**src/rtl/jsu_pkg.sv**
```systemverilog
// jsu_pkg: shared types, character codes and utf-8 helpers for the json unescaper
// used by jsu_front, jsu_queue, jsu_back and json_string_unescape_utf8_top
`timescale 1ns / 1ps

package jsu_pkg;

  // default depth of the queue between front and back
  localparam int unsigned QUEUE_DEPTH_DEF = 4;

  // character codes
  localparam logic [7:0] CH_QUOTE  = 8'h22;
  localparam logic [7:0] CH_BSLASH = 8'h5C;
  localparam logic [7:0] CH_B      = 8'h62;
  localparam logic [7:0] CH_F      = 8'h66;
  localparam logic [7:0] CH_N      = 8'h6E;
  localparam logic [7:0] CH_R      = 8'h72;
  localparam logic [7:0] CH_T      = 8'h74;
  localparam logic [7:0] CH_U      = 8'h75;
  localparam logic [7:0] CH_V      = 8'h76;
  localparam logic [7:0] CH_QMARK  = 8'h3F;
  localparam logic [7:0] CH_BS     = 8'h08;
  localparam logic [7:0] CH_FF     = 8'h0C;
  localparam logic [7:0] CH_LF     = 8'h0A;
  localparam logic [7:0] CH_CR     = 8'h0D;
  localparam logic [7:0] CH_TAB    = 8'h09;
  localparam logic [7:0] CH_VT     = 8'h0B;
  localparam logic [7:0] CH_DIG9   = 8'h39;
  localparam logic [7:0] CH_UPF    = 8'h46;
  localparam logic [7:0] CH_DIG0   = 8'h30;
  localparam logic [7:0] CH_UPA    = 8'h41;
  localparam logic [7:0] CH_LOWA   = 8'h61;

  // surrogate and code point limits
  localparam logic [15:0] SURR_HIGH_BASE = 16'hD800;
  localparam logic [15:0] SURR_LOW_BASE  = 16'hDC00;
  localparam logic [31:0] SUPP_BASE      = 32'h0001_0000;
  localparam logic [31:0] CP_MAX         = 32'h0010_FFFF;

  // channel payloads
  typedef struct packed {
    logic [7:0] in_byte;
    logic       in_last;
  } in_item_t;

  typedef struct packed {
    logic [7:0] out_byte;
    logic       run_last;
  } out_item_t;

  // one queued job: a raw byte or a code point to encode
  typedef struct packed {
    logic        raw;
    logic [20:0] cp;
  } job_t;

  // front to queue
  typedef struct packed {
    logic valid;
    job_t job;
  } push_t;

  // queue head to back
  typedef struct packed {
    logic valid;
    job_t job;
  } head_t;

  // value of a hex digit, non-hex bytes included, mod 16
  function automatic logic [3:0] hex_value(input logic [7:0] c);
    logic [7:0] d;
    if (c <= CH_DIG9) begin
      d = c - CH_DIG0;
    end else if (c <= CH_UPF) begin
      d = c - CH_UPA + 8'd10;
    end else begin
      d = c - CH_LOWA + 8'd10;
    end
    return d[3:0];
  endfunction

  // single-byte escape letters, anything unknown maps to '?'
  function automatic logic [7:0] esc_map(input logic [7:0] c);
    logic [7:0] b;
    unique case (c)
      CH_QUOTE:  b = CH_QUOTE;
      CH_BSLASH: b = CH_BSLASH;
      CH_B:      b = CH_BS;
      CH_F:      b = CH_FF;
      CH_N:      b = CH_LF;
      CH_R:      b = CH_CR;
      CH_T:      b = CH_TAB;
      CH_V:      b = CH_VT;
      default:   b = CH_QMARK;
    endcase
    return b;
  endfunction

  // number of output bytes minus one
  function automatic logic [1:0] utf8_len_m1(input job_t j);
    logic [1:0] n;
    if (j.raw || (j.cp[20:7] == '0)) begin
      n = 2'd0;
    end else if (j.cp[20:11] == '0) begin
      n = 2'd1;
    end else if (j.cp[20:16] == '0) begin
      n = 2'd2;
    end else begin
      n = 2'd3;
    end
    return n;
  endfunction

  // byte idx of the encoding of cp
  function automatic logic [7:0] utf8_byte(input logic [20:0] cp, input logic [1:0] len_m1,
                                           input logic [1:0] idx);
    logic [7:0] b;
    b = cp[7:0];
    case (len_m1)
      2'd1: begin
        case (idx)
          2'd0:    b = {3'b110, cp[10:6]};
          default: b = {2'b10, cp[5:0]};
        endcase
      end
      2'd2: begin
        case (idx)
          2'd0:    b = {4'b1110, cp[15:12]};
          2'd1:    b = {2'b10, cp[11:6]};
          default: b = {2'b10, cp[5:0]};
        endcase
      end
      2'd3: begin
        case (idx)
          2'd0:    b = {5'b11110, cp[20:18]};
          2'd1:    b = {2'b10, cp[17:12]};
          2'd2:    b = {2'b10, cp[11:6]};
          default: b = {2'b10, cp[5:0]};
        endcase
      end
      default: b = cp[7:0];
    endcase
    return b;
  endfunction

endpackage

```
**src/rtl/jsu_front.sv**
```systemverilog
// jsu_front: escape state machine, hex accumulation and surrogate combining
// depends on jsu_pkg; pushes one job per byte-producing input into jsu_queue
`timescale 1ns / 1ps

module jsu_front import jsu_pkg::*; (
  input  logic     clk_i,
  input  logic     rst_ni,
  input  logic     accept_i,
  input  in_item_t item_i,
  output push_t    push_o
);

  typedef enum logic [5:0] {
    PH_IDLE  = 6'b000001,
    PH_ESC   = 6'b000010,
    PH_HEX   = 6'b000100,
    PH_SKIP1 = 6'b001000,
    PH_SKIP2 = 6'b010000,
    PH_LOW   = 6'b100000
  } phase_e;

  phase_e      phase_q, phase_d;
  logic [1:0]  dig_q, dig_d;
  logic [15:0] accum_q, accum_d;
  logic [15:0] high_q, high_d;
  logic [15:0] hex_next;
  logic [31:0] hi_w, lo_w, cp_w;
  logic [7:0]  c;

  assign c        = item_i.in_byte;
  assign hex_next = {accum_q[11:0], hex_value(c)};

  // surrogate pair combining in 32-bit wraparound arithmetic
  assign hi_w = (32'(high_q) - 32'(SURR_HIGH_BASE)) << 10;
  assign lo_w = 32'(hex_next) - 32'(SURR_LOW_BASE);
  assign cp_w = (hi_w | lo_w) + SUPP_BASE;

  // next state and job push
  always_comb begin
    phase_d          = phase_q;
    dig_d            = dig_q;
    accum_d          = accum_q;
    high_d           = high_q;
    push_o.valid     = 1'b0;
    push_o.job.raw   = 1'b1;
    push_o.job.cp    = 21'(c);
    if (accept_i) begin
      unique case (phase_q)
        PH_ESC: begin
          phase_d = PH_IDLE;
          if (c == CH_U) begin
            phase_d = PH_HEX;
            dig_d   = 2'd0;
            accum_d = '0;
          end else begin
            push_o.valid  = 1'b1;
            push_o.job.cp = 21'(esc_map(c));
          end
        end
        PH_HEX: begin
          accum_d = hex_next;
          dig_d   = dig_q + 2'd1;
          if (dig_q == 2'd3) begin
            if ((hex_next >= SURR_HIGH_BASE) && (hex_next < SURR_LOW_BASE)) begin
              high_d  = hex_next;
              phase_d = PH_SKIP1;
            end else begin
              push_o.valid   = 1'b1;
              push_o.job.raw = 1'b0;
              push_o.job.cp  = 21'(hex_next);
              phase_d        = PH_IDLE;
            end
          end
        end
        PH_SKIP1: begin
          phase_d = PH_SKIP2;
        end
        PH_SKIP2: begin
          accum_d = '0;
          dig_d   = 2'd0;
          phase_d = PH_LOW;
        end
        PH_LOW: begin
          accum_d = hex_next;
          dig_d   = dig_q + 2'd1;
          if (dig_q == 2'd3) begin
            push_o.valid   = (cp_w <= CP_MAX);
            push_o.job.raw = 1'b0;
            push_o.job.cp  = cp_w[20:0];
            phase_d        = PH_IDLE;
          end
        end
        default: begin
          phase_d = PH_IDLE;
          if (c == CH_BSLASH) begin
            phase_d = PH_ESC;
          end else begin
            push_o.valid = 1'b1;
          end
        end
      endcase
      // end of string drops an unfinished escape
      if (item_i.in_last) begin
        phase_d = PH_IDLE;
      end
    end
  end

  // control state
  always_ff @(posedge clk_i or negedge rst_ni) begin
    if (!rst_ni) begin
      phase_q <= PH_IDLE;
      dig_q   <= 2'd0;
      accum_q <= '0;
      high_q  <= '0;
    end else begin
      phase_q <= phase_d;
      dig_q   <= dig_d;
      accum_q <= accum_d;
      high_q  <= high_d;
    end
  end

endmodule

```
**src/rtl/jsu_queue.sv**
```systemverilog
// jsu_queue: small fifo of jobs between front and back
// depends on jsu_pkg for the job, push and head types
`timescale 1ns / 1ps

module jsu_queue import jsu_pkg::*; #(
  parameter int unsigned Depth = QUEUE_DEPTH_DEF
) (
  input  logic  clk_i,
  input  logic  rst_ni,
  input  push_t push_i,
  input  logic  pop_i,
  output head_t head_o,
  output logic  full_o
);

  localparam int unsigned PtrW = (Depth > 1) ? $clog2(Depth) : 1;
  localparam int unsigned CntW = $clog2(Depth + 1);
  localparam logic [PtrW-1:0] LastPtr = PtrW'(Depth - 1);
  localparam logic [CntW-1:0] DepthCnt = CntW'(Depth);

  job_t            mem_q [Depth];
  logic [PtrW-1:0] wr_ptr_q, rd_ptr_q;
  logic [CntW-1:0] count_q;
  logic            do_push, do_pop;

  assign full_o      = (count_q == DepthCnt);
  assign head_o.valid = (count_q != '0);
  assign head_o.job   = mem_q[rd_ptr_q];
  assign do_push     = push_i.valid && !full_o;
  assign do_pop      = pop_i && head_o.valid;

  // storage
  always_ff @(posedge clk_i) begin
    if (do_push) begin
      mem_q[wr_ptr_q] <= push_i.job;
    end
  end

  // pointers and fill count
  always_ff @(posedge clk_i or negedge rst_ni) begin
    if (!rst_ni) begin
      wr_ptr_q <= '0;
      rd_ptr_q <= '0;
      count_q  <= '0;
    end else begin
      if (do_push) begin
        wr_ptr_q <= (wr_ptr_q == LastPtr) ? '0 : wr_ptr_q + PtrW'(1);
      end
      if (do_pop) begin
        rd_ptr_q <= (rd_ptr_q == LastPtr) ? '0 : rd_ptr_q + PtrW'(1);
      end
      count_q <= count_q + CntW'(do_push) - CntW'(do_pop);
    end
  end

  // fill count never passes the depth
  assert property (@(posedge clk_i) disable iff (!rst_ni) count_q <= DepthCnt)
    else $error("queue count above depth");

  // front only pushes when there is room
  assert property (@(posedge clk_i) disable iff (!rst_ni) push_i.valid |-> !full_o)
    else $error("push into full queue");

  // count follows transfers in and out
  assert property (@(posedge clk_i) disable iff (!rst_ni)
    1'b1 |=> count_q == $past(count_q) + CntW'($past(do_push)) - CntW'($past(do_pop)))
    else $error("queue count mismatch");

endmodule

```
**src/rtl/jsu_back.sv**
```systemverilog
// jsu_back: turns queued jobs into utf-8 bytes in the output register, one per cycle
// unless the output is stalled; depends on jsu_pkg for job types and encode helpers
`timescale 1ns / 1ps

module jsu_back import jsu_pkg::*; (
  input  logic      clk_i,
  input  logic      rst_ni,
  input  head_t     head_i,
  output logic      pop_o,
  output logic      out_valid_o,
  input  logic      out_stall_i,
  output out_item_t out_data_o
);

  logic       out_valid_q;
  out_item_t  out_q;
  logic [1:0] idx_q;
  logic [1:0] len_m1;
  logic       load;
  logic       at_end;

  assign len_m1 = utf8_len_m1(head_i.job);
  assign load   = !out_valid_q || !out_stall_i;
  assign at_end = (idx_q == len_m1);
  assign pop_o  = load && head_i.valid && at_end;

  assign out_valid_o = out_valid_q;
  assign out_data_o  = out_q;

  // output payload
  always_ff @(posedge clk_i) begin
    if (load && head_i.valid) begin
      out_q.out_byte <= utf8_byte(head_i.job.cp, len_m1, idx_q);
      out_q.run_last <= at_end;
    end
  end

  // output valid and byte index within the job
  always_ff @(posedge clk_i or negedge rst_ni) begin
    if (!rst_ni) begin
      out_valid_q <= 1'b0;
      idx_q       <= 2'd0;
    end else if (load) begin
      out_valid_q <= head_i.valid;
      if (head_i.valid) begin
        idx_q <= at_end ? 2'd0 : idx_q + 2'd1;
      end
    end
  end

  // a job part way through stays at the head
  assert property (@(posedge clk_i) disable iff (!rst_ni) idx_q != 2'd0 |-> head_i.valid)
    else $error("byte index without a job");

  // byte index stays inside the job length
  assert property (@(posedge clk_i) disable iff (!rst_ni) head_i.valid |-> idx_q <= len_m1)
    else $error("byte index past job length");

endmodule

```
**src/rtl/json_string_unescape_utf8_top.sv**
```systemverilog
// json_string_unescape_utf8_top: json string body unescaper with utf-8 output
// depends on jsu_pkg, jsu_front, jsu_queue and jsu_back
`timescale 1ns / 1ps

// usage:
//  input channel: one byte of the escaped string body per transfer, with in_last on the
//  final byte; a transfer happens when in_valid_i is high and in_stall_o is low.
//  output channel: unescaped utf-8 bytes, run_last set on the final byte that one input
//  byte produces; a transfer happens when out_valid_o is high and out_stall_i is low.
//  ordering: an input byte's job is written into the queue, and its first output byte
//  is then loaded into the output register. inputs that produce nothing (backslash,
//  hex digits, surrogate gap, code points above 0x10ffff) are consumed without output.
//  throughput: one input byte per cycle while in_stall_o is low; the back end sends
//  one output byte per cycle while out_stall_i is low, so a 2, 3 or 4 byte code point
//  holds it for all its bytes; the job queue (QueueDepth entries) absorbs such bursts.
//  reset: asynchronous, active low; clears the escape state, empties the queue and
//  drops out_valid_o. no clearing pass is needed.
//  stall: while out_stall_i is high the output byte holds; the queue keeps taking
//  input until it is full, then in_stall_o is raised.
module json_string_unescape_utf8_top import jsu_pkg::*; #(
  parameter int unsigned QueueDepth = QUEUE_DEPTH_DEF
) (
  input  logic      clk_i,
  input  logic      rst_ni,
  input  logic      in_valid_i,
  output logic      in_stall_o,
  input  in_item_t  in_data_i,
  output logic      out_valid_o,
  input  logic      out_stall_i,
  output out_item_t out_data_o
);

  push_t push;
  head_t head;
  logic  pop;
  logic  full;
  logic  accept;

  assign in_stall_o = full;
  assign accept     = in_valid_i && !full;

  // front: escape decoding
  jsu_front u_front (
    .clk_i    (clk_i),
    .rst_ni   (rst_ni),
    .accept_i (accept),
    .item_i   (in_data_i),
    .push_o   (push)
  );

  // job queue
  jsu_queue #(
    .Depth (QueueDepth)
  ) u_queue (
    .clk_i  (clk_i),
    .rst_ni (rst_ni),
    .push_i (push),
    .pop_i  (pop),
    .head_o (head),
    .full_o (full)
  );

  // back: utf-8 byte emission
  jsu_back u_back (
    .clk_i       (clk_i),
    .rst_ni      (rst_ni),
    .head_i      (head),
    .pop_o       (pop),
    .out_valid_o (out_valid_o),
    .out_stall_i (out_stall_i),
    .out_data_o  (out_data_o)
  );

endmodule
```
**config.mk**
```make
export PLATFORM = sky130hd
export DESIGN_NAME = json_string_unescape_utf8_top
export DESIGN_NICKNAME = d
export VERILOG_FILES = /design/src/rtl/jsu_pkg.sv /design/src/rtl/jsu_front.sv /design/src/rtl/jsu_queue.sv /design/src/rtl/jsu_back.sv /design/src/rtl/json_string_unescape_utf8_top.sv
export SDC_FILE = /design/constraint.sdc
export NUM_CORES = 1
export LEC_CHECK = 0
export ABC_AREA = 1
export BUFFER_PORTS_ARGS = -buffer_cell sky130_fd_sc_hd__buf_2
export CAP_MARGIN = 20
export CORE_MARGIN = 2
export CORE_UTILIZATION = 38
export DETAILED_ROUTE_END_ITERATION = 10
export SLEW_MARGIN = 20
export SYNTH_ARGS = -nofsm -noshare
export SYNTH_HDL_FRONTEND = slang
export SYNTH_SLANG_ARGS = --single-unit
```
**constraint.sdc**
```tcl
create_clock -name clk_i -period 3.71 [get_ports clk_i]
set_input_delay 0.742 -clock clk_i [delete_from_list [all_inputs] [get_ports clk_i]]
set_output_delay 0.742 -clock clk_i [all_outputs]
set_load 0.01 [all_outputs]
```
==> results by group, run 1 <==
Route
  – Via count: 6399
  – Total routed wirelength: 18.98 mm
  – Final ANT Viol Nets: 0
  – TritonRoute pass-1 iters: 4
  – Vias per inst: 5.099
  – DRC violations left: 0
  – DR iter-0 viols: 452
  – Post-DR wirelength/cell: 15.12 µm

Synthesis
  – Count of cell types in the netlist: 50
  – Cells after Synth: 927
  – Yosys warns: 0
  – Yosys top cell area share: 0.3636
  – Synthesis-stage register bit count: 143
  – Mapped Area: 0.008011 mm²
  – Async SR Flop Fraction: 0.3217
  – Sequential fraction of the synthesis area: 0.5074
  – Post-Syn Nets: 963
  – Post-synth top area cell: edfxtp_1
  – Most used DFF post-synth: edfxtp_1
  – Post-synth EDFFs: 97
  – Area contributors post-synth: edfxtp_1 (36%), dfrtp_1 (14%), nand2_1 (12%)
  – Mean area per synthesized cell: 8.642 µm²

Die
  – I/O pin cnt: 24
  – # rows: 53
  – Die area: 0.02226 mm²
  – Core area: 0.02089 mm²
  – Initial Util: 0.3835
  – Die X: 149.2 µm
  – Die H: 149.2 µm

Power
  – Total power: 6.279 mW
  – P_sw: 2.442 mW
  – Pwr dens: 690.5 mW/mm²
  – Combinational share of power: 0.372
  – Switching share of total power: 0.3889
  – Pleak: 4.009 nW
  – Peak supply drop: 0.3645 mV
  – Flop pwr share: 0.350
  – Clock network fraction of design power: 0.278
  – Int Pwr: 3.837 mW

STA
  – Final setup fails: 0
  – Worst Tran Pin Value: 0.6806 ns
  – Relative slew margins: 0.5463
  – Tcrit/Tclk final: 0.9034
  – Setup TNS: 0 ns
  – Clk_skew: 0.008974 ns
  – Hold Slack: 0.3459 ns
  – Pins Over Slew Limit: 0
  – RSZ-0062 raised after global routing: false
  – Final Hold Vio Count: 0
  – Max Fclk: 0.2984 GHz
  – Min cycle time layout: 3.352 ns

Finish
  – Most common cell after layout, fill and taps aside: nand2_1
  – Fillers: 2057
  – Area growth, synth to finish: 13.51%
  – # diodes: 0
  – Share of cells above drive strength 1: 0.1469
  – Footprint of the multi-input gates: 0.003393 mm²
  – Seq. cell area: 0.004065 mm²
  – Most frequent cells in the layout: nand2_1 (256), edfxtp_1 (97), inv_1 (95), nand3_1 (85), nor2_1 (67)
  – Final net count: 1003

Run
  – Max-Cap Viols: 0

Clock network
  – CTS Hold Bufs: 0
  – CTS sink cnt: 143
  – CTS tree: built
  – Post-CTS resize count: 0
  – Worst-path clk slew: 0.07 ns
  – Setup Buffers After CTS: 0
  – Clock Tree Buf Depth: 2
  – Worst skew pair latency: 0.43 ns
  – H-tree lvl count: 4
  – Root Buffer: clkbuf_16
  – CTS buffer count: 17

Critical path
  – Cell depth of the worst flop-to-flop path: 20
  – Register-to-register setup slack: 0.36 ns
  – Worst r2r src: u_front.accum_q[7]
  – Reg2Reg Capture Point: u_queue.count_q[2]
  – CP Launch Type: register
  – Crit-path cells: ha_1 -> nand2_1 -> nand2_2 -> nand3_1 -> ha_1 -> nand2_1 -> nor2_2 -> nand2_1 -> nor2_1 -> nand2_1 -> nand2_1 -> nand3_1 -> nor2_2 -> o21bai_4 -> inv_1 -> ha_1 -> inv_1 -> fa_1 -> xnor2_1 -> xor2_1
  – Worst-path maximum fanout: 9
  – Cell repeated most along the worst path: nand2_1
  – CP Capture Type: register
  – CP peak stage delay: 0.44 ns
  – Crit-path slowest cell: dfrtp_1
  – WP data required: 4.06 ns
  – WS Path Type: register to register
  – Crit path DAT: 3.71 ns

Global route
  – Vias in the first global route: 6039
  – GRT Util Overall: 0.1785
  – Largest net degree at the start of global routing: 33
  – First-pass GRT wire length: 30.96 mm
  – Gr ovfl total: 0
  – Initial antenna violation count: 0

Place
  – GPL Wtd Cong: 0.9446
  – IO buf count: 23
  – Post-DP HPWL: 13.67 mm

Run status
  – Outcome: complete, no violations

Worst hold path
  – HP Class: primary input to asynchronous set/reset pin
-- logic make-up after synthesis --
| kind of cell | after synthesis | share of synthesized area |
|---|---|---|
| adder cells (fa/ha/maj) | 23 | 0.03686 |
| flip-flops | 143 | 0.5074 |
| XOR/XNOR | 5 | 0.005467 |
| AO/OA/AOI/OAI | 147 | 0.1134 |
| AND/OR/NAND/NOR | 475 | 0.2666 |
| buffers and inverters | 134 | 0.07028 |
-- power by group through the flow --
stage,Clock (mW),Combinational [mW],Sequential [mW]
finish,1.74,2.34,2.20
global route,1.84,2.66,2.23
CTS,1.77,2.35,2.20
detailed placement,0,2.35,2.22
global placement,0,2.33,2.22
floorplan,0,1.67,2.24
-- cell type report --
class,count,share of cell area
clock inverter,14,0.01857
multi-input combinational,650,0.3731
sequential,143,0.4470
inverter,110,0.04540
timing repair buffer,45,0.03082
clock buffer,18,0.04719
tap,275,0.03784
-- cells in the mapped netlist (6+ instances only) --
cell type and n:
o211ai_1 13, inv_2 13, nand3_1 85, o21ai_0 41, nand2_1 256, nor2_1 71, nor3_1 6, nand2_2 16
dfrtp_1 45, o21ai_2 12, ha_1 22, inv_1 95, o22ai_1 24, nand4_1 16, nor2_2 7, edfxtp_1 97
a21oi_1 36, buf_2 6, clkbuf_1 7
-- worst max path at each step --
stage	endpoint	from	slack, ns
floorplan	u_queue.mem_q[3][0]	in_data_i[2]	0.33
global placement	u_queue.count_q[2]	in_data_i[1]	0.30
detailed placement	u_queue.count_q[2]	in_data_i[1]	0.22
CTS	u_queue.count_q[2]	u_front.accum_q[7]	0.32
global route	u_queue.count_q[2]	u_queue.rd_ptr_q[0]	0.06
finish	u_queue.count_q[2]	u_front.accum_q[7]	0.36
-- sequential cells by signal (all words and copies together) (netlist names) --
| name | cells |
|---|---|
| u_back.out_data_o | 9 |
| u_front.high_q | 16 |
| u_back.out_valid_o | 1 |
| u_front.accum_q | 12 |
| u_queue.wr_ptr_q | 2 |
| u_queue.rd_ptr_q | 2 |
| u_front.dig_q | 2 |
| u_front.phase_q | 6 |
| u_queue.count_q | 3 |
| u_back.idx_q | 2 |
| u_queue.mem_q | 88 |
-- critical path: cells and delay by family (launching register included) --
family                   cells  cell delay (ns)
AND/OR/NAND/NOR             11             1.29
adder cells (fa/ha/maj)      4             0.95
flip-flops                   1             0.44
XOR/XNOR                     2             0.33
AO/OA/AOI/OAI                1             0.14
buffers and inverters        2             0.12
-- per-stage QoR --
step | setup WS, ns | cell area [µm²] | utilization | instances
after floorplan | 0.3312 | 8011 | - | 927
after global placement | 0.3008 | 8496 | 0.4067 | 1223
after detailed placement | 0.2241 | 8496 | 0.4067 | 1223
after CTS | 0.3200 | 9094 | 0.4353 | 1255
after global routing | 0.05952 | 9094 | 0.4353 | 1255
final | 0.3584 | 9094 | 0.4353 | 1255
-- routing by layer --
layer | vias to the layer above | GRT usage | wire length, µm
li1 | 3224 | - | -
met1 | 3029 | 0.2415 | 8909
met2 | 123 | 0.2949 | 9107
met3 | 23 | 0.03425 | 753
met4 | 0 | 0.04714 | 206
met5 | - | 0 | 0
Note: power is estimated with default switching activity, not from simulation.
==> run 2: changes to the inputs <==
Settings changed: CORE_UTILIZATION 38 to 60, PLACE_DENSITY from default to 0.77.
==> run 2 against run 1 <==
Worst setup slack better by 0.0023 ns; largest power group unchanged; via count is 1.6% higher; critical path depth stayed put; core utilization is 25 points higher; largest cell class unchanged.
==> results by group, run 2 (synthesis gave the netlist of run 1 again) <==
Run status
  – Outcome: complete, no violations

Die
  – Die area: 0.01429 mm² (-36%)
  – I/O pin cnt: 24 (unchanged)
  – Initial Util: 0.6098 (+0.2263)
  – Die X: 119.6 µm (-20%)
  – Die H: 119.6 µm (-20%)
  – # rows: 42 (-21%)
  – Core area: 0.01314 mm² (-37%)

Critical path
  – WP data required: 4.05 ns (about the same)
  – CP Launch Type: register
  – CP delay by family, top: simple AND/OR/NAND/NOR gates
  – Crit-path slowest cell: dfrtp_1
  – Crit-path cells: ha_1 -> nand2_1 -> nand2_2 -> nand3_1 -> ha_1 -> nand2_1 -> nor2_2 -> nand2_1 -> nor2_1 -> nand2_1 -> nand2_1 -> nand3_1 -> nor2_2 -> o21bai_4 -> inv_1 -> ha_1 -> inv_1 -> fa_1 -> xnor2_1 -> xor2_1
  – Stages on the worst setup path: 20 (unchanged)
  – Cell depth of the worst flop-to-flop path: 20 (unchanged)
  – Setup crit end: u_queue.count_q[2]
  – WS Path Type: register to register
  – CP startpoint: u_front.accum_q[6]
  – Register-to-register setup slack: 0.36 ns (about the same)
  – Reg2Reg Capture Point: u_queue.count_q[2]
  – CP peak stage delay: 0.43 ns (about the same)
  – Crit path DAT: 3.69 ns (-0.02 ns)
  – Worst r2r src: u_front.accum_q[6]
  – Worst-path maximum fanout: 9 (unchanged)
  – WP buf/inv: 2 (unchanged)
  – CP Capture Type: register
  – Cell repeated most along the worst path: nand2_1

Power
  – Int Pwr: 3.807 mW (-0.78%)
  – Flop pwr share: 0.354 (+0.004)
  – P_sw: 2.404 mW (-1.5%)
  – Combinational share of power: 0.375 (+0.003)
  – Peak supply drop: 0.3373 mV (-7.5%)
  – Switching share of total power: 0.3870 (-0.001831)
  – Clock network fraction of design power: 0.271 (-0.007)
  – Pleak: 3.996 nW (-0.33%)
  – Pwr dens: 694.0 mW/mm² (+0.51%)

STA
  – RSZ-0062 raised after global routing: false
  – Min cycle time layout: 3.349 ns (-0.002264 ns)
  – Final Hold Vio Count: 0 (unchanged)
  – Clk_skew: 0.007052 ns (-0.001922 ns)
  – Pins Over Slew Limit: 0 (unchanged)
  – Final setup fails: 0 (unchanged)
  – Worst Tran Pin Value: 0.7874 ns (+0.1068 ns)
  – Max Fclk: 0.2986 GHz (about the same)
  – Tcrit/Tclk final: 0.9028 (about the same)
  – Setup TNS: 0 ns (unchanged)
  – Relative slew margins: 0.4751 (-0.07117)
  – Final Worst Setup Slack: 0.3607 ns (+0.002264 ns)

Finish
  – Most common cell after layout, fill and taps aside: nand2_1
  – Design area: 0.008950 mm² (-1.6%)
  – Most frequent cells in the layout: nand2_1 (256), edfxtp_1 (97), inv_1 (95), nand3_1 (85), nor2_1 (67)
  – # diodes: 0 (unchanged)
  – Area growth, synth to finish: 11.71%
  – Share of cells above drive strength 1: 0.1453 (-0.001596)
  – Biggest register: u_queue.mem_q
  – Post-Layout Cell Count: 1153 (-8.1%)
  – Fillers: 1039 (-49%)
  – Largest regs: u_queue.mem_q (88), u_front.high_q (16), u_front.accum_q (12)
  – Final core occ: 0.6812 (+0.2459)
  – Final net count: 1000 (-0.30%)
  – Max reg flops: 88 (unchanged)

Place
  – IO buf count: 23 (unchanged)
  – Post-Place Worst Slack: 0.2310 ns (+0.006903 ns)
  – Placed Area: 0.008362 mm² (-1.6%)
  – Post-DP HPWL: 12.71 mm (-7.0%)
  – Placed cells: 1121 (-8.3%)
  – GPL Wtd Cong: 0.9569 (+1.3%)

Clock network
  – Clock Tree Buf Depth: 2 (unchanged)
  – CTS Hold Bufs: 0 (unchanged)
  – CTS tree: built
  – CTS sink cnt: 143 (unchanged)
  – Worst skew pair latency: 0.42 ns (about the same)
  – H-tree lvl count: 4 (unchanged)
  – Root Buffer: clkbuf_16
  – CTS buffer count: 17 (unchanged)
  – Worst-path clk slew: 0.06 ns (about the same)

Global route
  – First-pass GRT wire length: 30.46 mm (-1.6%)
  – Met2 track demand over resource: 0.4343 (+0.1394)
  – Vias in the first global route: 6222 (+3.0%)
  – GRT Max-Usage Layer: met2
  – Largest net degree at the start of global routing: 39 (+18%)
  – Gr ovfl total: 0 (unchanged)
  – Met3 usage: 0.06226 (+0.02801)
  – Met1 global-route usage: 0.3699 (+0.1284)
  – Initial antenna violation count: 1 (+1)
  – GRT Util Overall: 0.2747 (+0.09612)

Route
  – Vias per inst: 5.639 (+11%)
  – Final ANT Viol Nets: 0 (unchanged)
  – Via count: 6502 (+1.6%)
  – DR iter-0 viols: 644 (+42%)
  – DRC violations left: 0 (unchanged)
  – TritonRoute pass-1 iters: 7 (+3)
  – Total routed wirelength: 18.41 mm (-3.0%)
  – Post-DR wirelength/cell: 15.96 µm (+5.6%)

Worst hold path
  – HP Class: primary input to asynchronous set/reset pin

Run
  – Max-Cap Viols: 0 (unchanged)
-- run 2: cell count changes in the layout (fill, tap and decap cells not counted), sizes merged --
cell,delta
buf,-3
clkinv,+5
clkbuf,-1
inv,-4
-- run 2: metrics by stage --
stage	hold slack (ns)	power, mW
CTS	0.4032	6.219
finish	0.3981	6.211
global route	0.4609	6.619
global placement	0.4670	4.466
floorplan	0.4464	3.907
detailed placement	0.4745	4.502
-- run 2: worst min path at each step --
stage	depth (start not counted)	startpoint	end	slack (ns)
6_report	1	rst_ni	u_front.high_q[14]	0.40
5_1_grt	1	rst_ni	u_front.high_q[14]	0.46
4_1_cts	1	rst_ni	u_front.high_q[14]	0.40
3_5_place_dp	2	u_front.high_q[7]	u_front.high_q[7]	0.47
3_3_place_gp	2	u_front.high_q[8]	u_front.high_q[8]	0.47
2_1_floorplan	0	rst_ni	u_back.idx_q[0]	0.45
-- run 2: final cells by class --
class	instances	area, µm²	area share
tap	176	220.2	0.02461
multi-input combinational	650	3393	0.3791
clock buffer	17	425.4	0.04753
clock inverter	15	160.2	0.01789
sequential	143	4065	0.4542
timing repair buffer	42	270.3	0.03020
inverter	110	415.4	0.04641
-- run 2: power by group through the flow --
stage	clock network, mW	registers, mW	logic (mW)
2_1_floorplan	0	2.24	1.67
3_3_place_gp	0	2.22	2.25
3_5_place_dp	0	2.22	2.28
4_1_cts	1.70	2.19	2.32
5_1_grt	1.77	2.22	2.63
6_report	1.68	2.20	2.33
-- run 2: per-layer routing --
metal,share of wire,wire [µm]
met5,0,0
met4,0.027,505
met3,0.066,1218
met2,0.47,8608
met1,0.44,8073
-- run 2: worst reg2reg max path, cell delays in order (launching register included) --
cell	delay, ns
dfrtp_1	0.43
ha_1	0.25
nand2_1	0.10
nand2_2	0.12
nand3_1	0.16
ha_1	0.21
nand2_1	0.09
nor2_2	0.17
nand2_1	0.09
nor2_1	0.11
nand2_1	0.05
nand2_1	0.07
nand3_1	0.09
nor2_2	0.20
o21bai_4	0.15
inv_1	0.09
ha_1	0.14
inv_1	0.04
fa_1	0.38
xnor2_1	0.17
xor2_1	0.16
-- run 2: repair_timing --
item                                    CTS  global route
setup buffers                             0             0
gates resized for setup                   0             2
endpoints found under the setup margin    0             1
==> run 3: changes to the inputs <==
Settings changed: CTS_BUF_LIST from default to sky130_fd_sc_hd__clkbuf_4 sky130_fd_sc_hd__clkbuf_8.
==> run 3 against run 2 <==
Clock power decreased by 27%; register-to-register slack improved by 0.04 ns; core utilization decreased by 1.5 points; first-iteration DRC count increased by 0.31%; non-clock buffer count unchanged; maximum frequency increased by 1.3%; count of clock-buffer cells in the layout unchanged; global-route usage decreased by 0.81 points; worst setup slack improved by 0.043 ns; sequential share of layout area increased by 1.0 points; critical endpoint unchanged; largest cell class unchanged.
==> results by group, run 3 (synthesis gave the netlist of run 1 again) <==
Run status
  – Outcome: complete, no violations

Place
  – IO buf count: 23 (unchanged)
  – GPL Wtd Cong: 0.9569 (unchanged)
  – Post-DP HPWL: 12.71 mm (unchanged)
  – Post-Place Worst Slack: 0.2310 ns (unchanged)
  – Placed cells: 1121 (unchanged)

Critical path
  – CP peak stage delay: 0.39 ns (-0.04 ns)
  – CP delay by family, top: simple AND/OR/NAND/NOR gates
  – Crit-path cells: inv_2 -> nand3_1 -> nand2_1 -> nand2_2 -> nor3_4 -> inv_2 -> nand2_1 -> nand3_1 -> nand2_1 -> nand2_2 -> nand3_2 -> inv_1 -> ha_1 -> inv_1 -> ha_1 -> inv_1 -> fa_1 -> xnor2_1 -> xor2_1
  – CP Launch Type: register
  – Worst-path maximum fanout: 18 (+9)
  – Crit path DAT: 3.69 ns (about the same)
  – Crit-path slowest cell: dfrtp_1
  – Cell depth of the worst flop-to-flop path: 19 (-5.0%)
  – WS Path Type: register to register
  – Worst r2r src: u_queue.rd_ptr_q[1]
  – Reg2Reg Capture Point: u_queue.count_q[2]
  – Register-to-register setup slack: 0.40 ns (+0.04 ns)
  – WP buf/inv: 5 (+3)
  – WP data required: 4.09 ns (+0.04 ns)
  – CP Capture Type: register

Route
  – TritonRoute pass-1 iters: 5 (-2)
  – DRC violations left: 0 (unchanged)
  – Final ANT Viol Nets: 0 (unchanged)
  – Via count: 6439 (-0.97%)
  – Post-DR wirelength/cell: 15.59 µm (-2.3%)
  – Total routed wirelength: 17.98 mm (-2.3%)
  – Vias per inst: 5.585 (-0.97%)
  – DR iter-0 viols: 646 (+0.31%)

Global route
  – Largest net degree at the start of global routing: 39 (unchanged)
  – First-pass GRT wire length: 29.72 mm (-2.4%)
  – Gr ovfl total: 0 (unchanged)
  – GRT Util Overall: 0.2666 (-0.008094)
  – Vias in the first global route: 6152 (-1.1%)
  – Initial antenna violation count: 0 (-1)

STA
  – Setup TNS: 0 ns (unchanged)
  – Relative slew margins: 0.4699 (-0.005221)
  – RSZ-0062 raised after global routing: false
  – Pins Over Slew Limit: 0 (unchanged)
  – Tcrit/Tclk final: 0.8911 (-0.01172)
  – Min cycle time layout: 3.306 ns (-0.04349 ns)
  – Clk_skew: 0.01042 ns (+0.003366 ns)
  – Max Fclk: 0.3025 GHz (+1.3%)
  – Final Worst Setup Slack: 0.4042 ns (+0.04349 ns)
  – Final setup fails: 0 (unchanged)
  – Final Hold Vio Count: 0 (unchanged)
  – Worst Tran Pin Value: 0.7952 ns (+0.007831 ns)

Clock network
  – Setup Buffers After CTS: 0 (unchanged)
  – CTS sink cnt: 143 (unchanged)
  – CTS Hold Bufs: 0 (unchanged)
  – Post-CTS resize count: 0 (unchanged)
  – CTS buffer count: 17 (unchanged)
  – Clock Tree Buf Depth: 2 (unchanged)
  – Worst-path clk slew: 0.08 ns (+0.02 ns)
  – H-tree lvl count: 4 (unchanged)
  – Worst skew pair latency: 0.45 ns (+0.03 ns)
  – CTS tree: built
  – Root Buffer: clkbuf_8

Die
  – Die area: 0.01429 mm² (unchanged)
  – # rows: 42 (unchanged)
  – Core area: 0.01314 mm² (unchanged)
  – I/O pin cnt: 24 (unchanged)
  – Initial Util: 0.6098 (unchanged)
  – Die H: 119.6 µm (unchanged)
  – Die X: 119.6 µm (unchanged)

Worst hold path
  – HP Class: primary input to asynchronous set/reset pin

Finish
  – Fillers: 1079 (+3.8%)
  – Final core occ: 0.6665 (-0.01476)
  – Biggest register: u_queue.mem_q
  – Most common cell after layout, fill and taps aside: nand2_1
  – Final net count: 1000 (unchanged)
  – Footprint of the multi-input gates: 0.003393 mm² (unchanged)
  – Largest regs: u_queue.mem_q (88), u_front.high_q (16), u_front.accum_q (12)
  – Max reg flops: 88 (unchanged)
  – Share of cells above drive strength 1: 0.1453 (unchanged)
  – # diodes: 0 (unchanged)
  – Post-Layout Cell Count: 1153 (unchanged)
  – Area growth, synth to finish: 9.293%
  – Seq. cell area: 0.004065 mm² (unchanged)
  – Most frequent cells in the layout: nand2_1 (256), edfxtp_1 (97), inv_1 (95), nand3_1 (85), nor2_1 (67)

Run
  – Max-Cap Viols: 0 (unchanged)

Power
  – Pwr dens: 653.7 mW/mm² (-5.8%)
  – Peak supply drop: 0.2869 mV (-15%)
  – Pleak: 3.908 nW (-2.2%)
[run 3: cell counts in the layout (fill, tap and decap cells not counted)]
Identical to the previous run, type by type.
[run 3: worst max-delay path by stage]
stage | from | endpoint | slack [ns] | cells after the start
2_1_floorplan | in_data_i[2] | u_queue.mem_q[3][0] | 0.33 | 15
4_1_cts | u_front.accum_q[6] | u_queue.count_q[2] | 0.39 | 20
3_5_place_dp | in_data_i[1] | u_queue.count_q[2] | 0.23 | 21
3_3_place_gp | in_data_i[1] | u_queue.count_q[2] | 0.31 | 21
5_1_grt | u_queue.rd_ptr_q[1] | u_queue.count_q[2] | 0.05 | 18
6_report | u_queue.rd_ptr_q[1] | u_queue.count_q[2] | 0.40 | 19
[run 3: stage by stage]
stage               hold WS (ns)  power (mW)  cell area (µm²)
floorplan                 0.4464       3.907             8011
global placement          0.4670       4.466             8362
detailed placement        0.4745       4.502             8362
CTS                       0.3573       5.729             8756
global route              0.4185       6.132             8756
finish                    0.3660       5.723             8756
[run 3: final cells by class]
class | count | area share
sequential | 143 | 0.4643
multi-input combinational | 650 | 0.3875
inverter | 110 | 0.04716
timing repair buffer | 42 | 0.03087
clock buffer | 17 | 0.02672
tap | 176 | 0.02515
clock inverter | 15 | 0.01829
[run 3: power breakdown]
part / total, mW / leakage (nW) / internal [mW] / switching (mW)
Sequential: 2.19 / 1.46 / 2.07 / 0.117
Clock: 1.23 / 0.199 / 0.606 / 0.622
Combinational: 2.31 / 2.25 / 0.729 / 1.58
Total: 5.72 / 3.91 / 3.41 / 2.32
[run 3: routing by layer]
metal / GRT usage / vias to the layer above / share of wire
met1: 0.3647 / 2940 / 0.45
li1: - / 3211 / -
met2: 0.4118 / 240 / 0.46
met5: 0 / - / 0
met4: 0.1279 / 0 / 0.031
met3: 0.05276 / 48 / 0.061
